`src/design/assert_macros.svh`:
```
// ----------------------------------------------------------------------------
// Assertion macros shared by the ray/sphere intersection RTL.
// ----------------------------------------------------------------------------
`ifndef ASSERT_MACROS_SVH
`define ASSERT_MACROS_SVH

// Same-cycle implication, checked on every rising edge outside reset.
`define RSI_ASSERT_IMPL(name, clk, rst_n, ante, cons) \
    name: assert property (@(posedge clk) disable iff (!rst_n) (ante) |-> (cons)) \
        else $error("assertion failed");

// Next-cycle implication, checked on every rising edge outside reset.
`define RSI_ASSERT_NEXT(name, clk, rst_n, ante, cons) \
    name: assert property (@(posedge clk) disable iff (!rst_n) (ante) |=> (cons)) \
        else $error("assertion failed");

`endif

```
`src/design/rsi_pkg.sv`:
```
// ----------------------------------------------------------------------------
// rsi_pkg
// Shared constants and types of the ray/sphere intersection block.
// ----------------------------------------------------------------------------
`default_nettype none

package rsi_pkg;

    // Default coordinate format.
    localparam int COORD_WIDTH_DEF = 32;
    localparam int FRAC_BITS_DEF   = 16;

    // Depth of the queue between the front and the back.
    localparam int QUEUE_DEPTH = 4;

    // Configuration register indexes.
    localparam int CFG_INDEX_W = 3;
    localparam logic [CFG_INDEX_W-1:0] REG_CENTER_X  = 3'd0;
    localparam logic [CFG_INDEX_W-1:0] REG_CENTER_Y  = 3'd1;
    localparam logic [CFG_INDEX_W-1:0] REG_CENTER_Z  = 3'd2;
    localparam logic [CFG_INDEX_W-1:0] REG_RADIUS    = 3'd3;
    localparam logic [CFG_INDEX_W-1:0] REG_DISC_EPS  = 3'd4;
    localparam logic [CFG_INDEX_W-1:0] REG_DIST_EPS  = 3'd5;

    // Reset values of the thresholds.
    localparam int DISC_EPS_RESET = 1;
    localparam int DIST_EPS_RESET = 66;

    // Classification of one item, passed from the front to the back.
    typedef struct packed {
        logic miss;
        logic tangent;
        logic c_neg;
    } t_flags;

endpackage

`default_nettype wire

```
`src/design/rsi_fifo.sv`:
```
// ----------------------------------------------------------------------------
// rsi_fifo
// Short queue that decouples the front from the back.
// ----------------------------------------------------------------------------
`default_nettype none

`include "assert_macros.svh"

module rsi_fifo #(
    parameter int DATA_W = 8,
    parameter int DEPTH  = rsi_pkg::QUEUE_DEPTH
) (
    input  wire logic              i_clk,
    input  wire logic              i_rst_n,
    input  wire logic              i_push,
    input  wire logic [DATA_W-1:0] i_data,
    output logic                   o_full,
    input  wire logic              i_pop,
    output logic [DATA_W-1:0]      o_data,
    output logic                   o_avail
);

    localparam int PW   = $clog2(DEPTH);
    localparam int CNTW = $clog2(DEPTH + 1);

    logic [DATA_W-1:0] r_mem [0:DEPTH-1];
    logic [PW-1:0]     r_wr, r_rd;
    logic [CNTW-1:0]   r_count;

    // Entry storage.
    always_ff @(posedge i_clk) begin
        if (i_push) begin
            r_mem[r_wr] <= i_data;
        end
    end

    // Pointers and fill count.
    always_ff @(posedge i_clk) begin
        if (!i_rst_n) begin
            r_wr    <= '0;
            r_rd    <= '0;
            r_count <= '0;
        end else begin
            if (i_push) begin
                r_wr <= (r_wr == PW'(DEPTH - 1)) ? '0 : r_wr + 1'b1;
            end
            if (i_pop) begin
                r_rd <= (r_rd == PW'(DEPTH - 1)) ? '0 : r_rd + 1'b1;
            end
            if (i_push && !i_pop) begin
                r_count <= r_count + 1'b1;
            end else if (!i_push && i_pop) begin
                r_count <= r_count - 1'b1;
            end
        end
    end

    assign o_full  = (r_count == CNTW'(DEPTH));
    assign o_avail = (r_count != '0);
    assign o_data  = r_mem[r_rd];

    `RSI_ASSERT_IMPL(a_fifo_bound, i_clk, i_rst_n, 1'b1, r_count <= CNTW'(DEPTH))
    `RSI_ASSERT_IMPL(a_fifo_pop_avail, i_clk, i_rst_n, i_pop, r_count != '0)
    `RSI_ASSERT_NEXT(a_fifo_fill, i_clk, i_rst_n, i_push && !i_pop, r_count == $past(r_count) + 1'b1)

endmodule

`default_nettype wire

```
`config.mk`:
```
export PLATFORM = sky130hd
export DESIGN_NAME = rsi_fifo
export DESIGN_NICKNAME = d
export VERILOG_FILES = /design/src/design/rsi_pkg.sv /design/src/design/rsi_fifo.sv
export VERILOG_INCLUDE_DIRS = /design/src /design/src/design
export SDC_FILE = /design/constraint.sdc
export NUM_CORES = 1
export LEC_CHECK = 0
export BUFFER_PORTS_ARGS = -buffer_cell sky130_fd_sc_hd__buf_2
export CAP_MARGIN = 20
export CORE_UTILIZATION = 50
export DETAILED_ROUTE_END_ITERATION = 8
export GPL_TIMING_DRIVEN = 0
export HOLD_SLACK_MARGIN = 0.15
export PLACE_DENSITY = 0.71
export SLEW_MARGIN = 20
export SYNTH_ARGS = -nofsm -noshare
export SYNTH_HDL_FRONTEND = slang
export SYNTH_SLANG_ARGS = --single-unit
```
`constraint.sdc`:
```
create_clock -name i_clk -period 1.8 [get_ports i_clk]
set_input_delay 0.36 -clock i_clk [delete_from_list [all_inputs] [get_ports i_clk]]
set_output_delay 0.36 -clock i_clk [all_outputs]
set_load 0.005 [all_outputs]
```
== After elaboration in Yosys (flattened, before gate mapping) ==
Memories as Yosys holds them, arrays and structs flattened. A register that Yosys moved wholly into a read port is not among the register bits.
Cells that the tools add are included.

* $add $sub $neg: 4
* Equal/unequal tests: 3
* Mux-type cells: 8
* Reduce and logical (&&, ||, !) cells: 6

{| class="wikitable"
|+ Operators with widths
! operator !! count
|-
| 2-bit two-way mux || 4
|-
| 3-bit two-way mux || 2
|-
| 2-bit by 1-bit adder with 2-bit output, second input constant || 2
|-
| 2-bit equality test, second input constant || 2
|-
| 3-bit by 1-bit adder with 3-bit output, second input constant || 1
|-
| 3-bit equality test, second input constant || 1
|-
| 3-bit nonzero test || 1
|-
| 3-bit by 1-bit subtractor with 3-bit output, second input constant || 1
|-
| 1-bit logical AND || 2
|-
| 1-bit zero test || 2
|-
| 1-bit two-way mux || 2
|-
| 2-bit nonzero test || 1
|}

* Flip-flop bits (word level): 7
* Bits in writable memories: 32
* Output and inout port bits: 10
* Logic and storage cells: 25
* Memories: 1

{| class="wikitable"
|+ Memories
! memory !! words !! bits a word !! read ports !! clocked after memory_dff !! write ports !! RTL line !! source
|-
| r_mem || 4 || 8 || 1 || 1 || 1 || rsi_fifo.sv:26 || <nowiki>logic [DATA_W-1:0] r_mem [0:DEPTH-1];</nowiki>
|}

== Logic depth before layout (Yosys ltp) ==
* Depth after elaboration: 4
* Gate-level depth with buffers: 7
* Depth with buffers taken out: 7

== Least setup slack after synthesis ==
No wires, ideal clock.

* Path type: input to register
* Start point: input port i_pop
* End point: register r_count[2]
* Setup time: 0.070 ns
* Data arrival time: 1.553 ns
* Setup slack: 0.177 ns
* Stages: 7
* Buffers on the path: 0
* Cell sequence: inv_1 -> ha_1 -> inv_1 -> fa_1 -> xor2_1 -> or3_1 -> a21boi_1

* Cells in the longest elaborated chain, start to end: 3
* Elaborated cells between the ends (all ways): 5

{| class="wikitable"
|+ RTL lines
! item !! RTL line !! source
|-
| from (decl) || rsi_fifo.sv:18 || <nowiki>input wire logic i_pop,</nowiki>
|-
| 1-bit zero test || rsi_fifo.sv:50 || <nowiki>if (i_push && !i_pop) begin</nowiki>
|-
| 1-bit logical AND || rsi_fifo.sv:50 ||
|-
| 3-bit two-way mux or 2-bit nonzero test (tied branches) || -- ||
|-
| to (signal assigned) || rsi_fifo.sv:51 || <nowiki>r_count <= r_count + 1'b1;</nowiki>
|-
| to (signal assigned) || rsi_fifo.sv:53 || <nowiki>r_count <= r_count - 1'b1;</nowiki>
|-
| to (decl) || rsi_fifo.sv:28 || <nowiki>logic [CNTW-1:0] r_count;</nowiki>
|}

Parallel ways exist; a longest one is shown, timed or not.
A chain may end at the register's enable or synchronous reset.

==> run_results.csv <==
group,metric,value,unit
run_status,status,"complete, but fails checks",
run_status,violations,"negative setup slack",
routing,drt_iter0_markers,12,
setup_path,worst-setup-path-type,"flop to output port",
sta,max_slew_margin,0.7009,
power,power_leakage,0.0006800,uW
layout,drive_above_1_share,0.3391,
flow_run,maxCapViolCount,0,
layout,areaGrowthSynthToFinish,13.70,%
routing,wirelength,2.287,mm
sta,rsz0062_at_grt,"true",
placement,dp_cells,151,
floorplan,boundaryPins,22,
worst_hold_path,min_to,"r_mem[0][1]",
routing,route.vias.total,798,
routing,routed_via_density,5.019,
global_route,grt_pass1_wl,3.850,mm
placement,io_buffers,21,
routing,firstDrtPassIters,2,
setup_path,r2r-end,"r_count[2]",
layout,fin_nets,133,
clocking,ctsRootBufferMaster,"clkbuf_4",
setup_path,r2r_start,"r_count[0]",
synth,netlist.area_leader.share,0.5944,
power,power.density,950.0,mW/mm2
sta,tightest_slew,0.4486,ns
synth,synth-edff-count,32,
floorplan,std_cell_rows,20,
synth,yosys_warnings,0,
floorplan,die_x,58.86,um
setup_path,ff2ff_setup_slack,0.31,ns
synth,synth_area,0.001617,mm2
worst_hold_path,hold_class,"primary input to flop",
synth,yosys_register_bits,41,
global_route,grt_pass1_vias,839,
placement,gp_congestion,0.6210,
setup_path,reg2regPathDepth,4,
clocking,htree_levels,2,
sta,fin_crit,1.838,ns
setup_path,worst-endpoint-required,1.44,ns
clocking,clkSinkCount,41,
floorplan,dieArea,0.003465,mm2
layout,stdcell_area,0.001838,mm2
sta,whs,0.2230,ns
clocking,cts_tree,"done",
sta,hold_viol_final,0,
layout,finalNonFillerCells,159,
routing,wl_per_cell,14.38,um
synth,syn-num-nets,105,
setup_path,worstPathMaxFanout,8,
synth,synthArstFlopShare,0,
routing,drc_errors,0,
synth,yosysUniqueCellTypes,20,
sta,drv_slew,0,
setup_path,arrival,1.48,ns
synth,syn_inst,86,
floorplan,die_height,58.86,um
global_route,grt_max_degree,13,
clocking,clk_pin_slew,0.11,ns
synth,yosysTopAreaCell,"edfxtp_1",
sta,worst_slack,-0.03784,ns
floorplan,fp.coreArea,0.003053,mm2
synth,netlist_top_cells_area,"edfxtp_1 (59%), dfxtp_1 (11%), mux4_2 (11%)",
sta,fmax,0.5441,GHz
setup_path,crit_path_end_kind,"output port",
floorplan,initial_core_util,0.5295,
clocking,cts.hold.buffers_added,0,
sta,setup_violations,8,
worst_hold_path,hold_depth,1,
synth,yosys-top-cells-count,"edfxtp_1 (32), dfxtp_1 (9), mux4_2 (8), ha_1 (6)",
synth,synth_sequential_area_ratio,0.7059,
layout,fillCellCount,276,
synth,synth_most_common_cell,"edfxtp_1",
global_route,gr-total-overflow,0,
global_route,track_usage,0.1669,
synth,synth.avg_cell_area,18.80,um2
clocking,clockBufferDepth,2,
synth,synth_ff_type,"edfxtp_1",
global_route,antenna_found_initial,0,
sta,fin_crit_sh,1.021,
clocking,numCtsBuffers,5,
setup_path,critPathLaunchType,"flop",
worst_hold_path,min_from,"i_data[1]",
sta,skew,0.004341,ns
placement,place_area,0.001777,mm2
clocking,clkLatencyLatePin,0.34,ns
routing,postRouteAntennaNets,0,
layout,fin_util,0.6020,
power,vdd_drop_max,0.6002,mV
layout,antenna-diode-count,0,
clocking,post_cts_buffers,0,
==> worst max path at each step <==
stage | start | endpoint | slack [ns]
after global placement | i_pop | r_count[2] | -0.009
final | flop | o_data[1] | -0.04
after CTS | flop | o_data[3] | -0.08
after global routing | flop | o_data[3] | -0.11
after detailed placement | i_pop | r_count[2] | -0.07
after floorplan | i_pop | r_count[2] | 0.18
==> cell families (layout without fill, tap and decap cells) <==
group / after synthesis / after routing / synth area share
fa+ha+maj: 7 / 7 / 0.05882
buf+inv: 6 / 35 / 0.01934
xor+xnor: 2 / 2 / 0.01084
simple gates: 15 / 15 / 0.05650
mux: 12 / 12 / 0.1362
flops: 41 / 41 / 0.7059
compound gates: 3 / 3 / 0.01238
==> power by group <==
part           total [uW]  switching (uW)  internal (uW)
clock                 426             277            149
combinational         216            98.8            117
sequential           1100            27.7           1080
total                1750             403           1340
==> routing by layer <==
metal / global-route usage / vias to the layer above / part of all wire
li1: - / 380 / -
met1: 0.1905 / 395 / 0.42
met2: 0.2646 / 19 / 0.52
met3: 0.07253 / 4 / 0.049
met4: 0.09184 / 0 / 0.019
met5: 0 / - / 0
==> area by class of cell <==
cell class	instances	area (um2)	share of cell area
Buffer	2	25.02	0.01361
Sequential cell	41	1142	0.6215
Tap cell	44	55.05	0.02995
Clock buffer	6	41.29	0.02246
Multi-Input combinational cell	39	444.2	0.2417
Inverter	4	15.01	0.008169
Clock inverter	2	10.01	0.005446
Timing Repair Buffer	21	105.1	0.05718
==> layout by cell type (no fill, tap or decap), types with 4 or more instances in the layout <==
cell	instances
buf_2	21
clkbuf_4	5
mux2i_1	4
nor2b_1	5
ha_1	6
inv_1	4
dfxtp_1	8
edfxtp_1	32
mux4_2	8
and2_1	5
==> worst max-delay path, stage by stage, from the launching register on <==
cell and delay (ns):
dfxtp_2 0.36, buf_12 0.13, mux4_2 0.50, buf_2 0.14
==> what timing repair did <==
action / in CTS / in global routing
gates resized for setup: 2 / 1
endpoints found under the setup margin: 8 / 8
pin swaps: 0 / 0
==> per-stage QoR <==
step           setup TNS [ns]  setup slack [ns]  power (uW)
4_1_cts               -0.4792          -0.07646        1764
2_1_floorplan               0            0.1773        1257
6_report              -0.1778          -0.03784        1746
3_5_place_dp         -0.07251          -0.07251        1344
3_3_place_gp        -0.008621         -0.008621        1330
5_1_grt               -0.7936           -0.1120        1839
==> registers in the layout (all words and copies together) (netlist names), named ones only <==
signal	cells
r_mem	32
r_count	3
r_rd	2
r_wr	2
(Power assumes the default switching activity.)
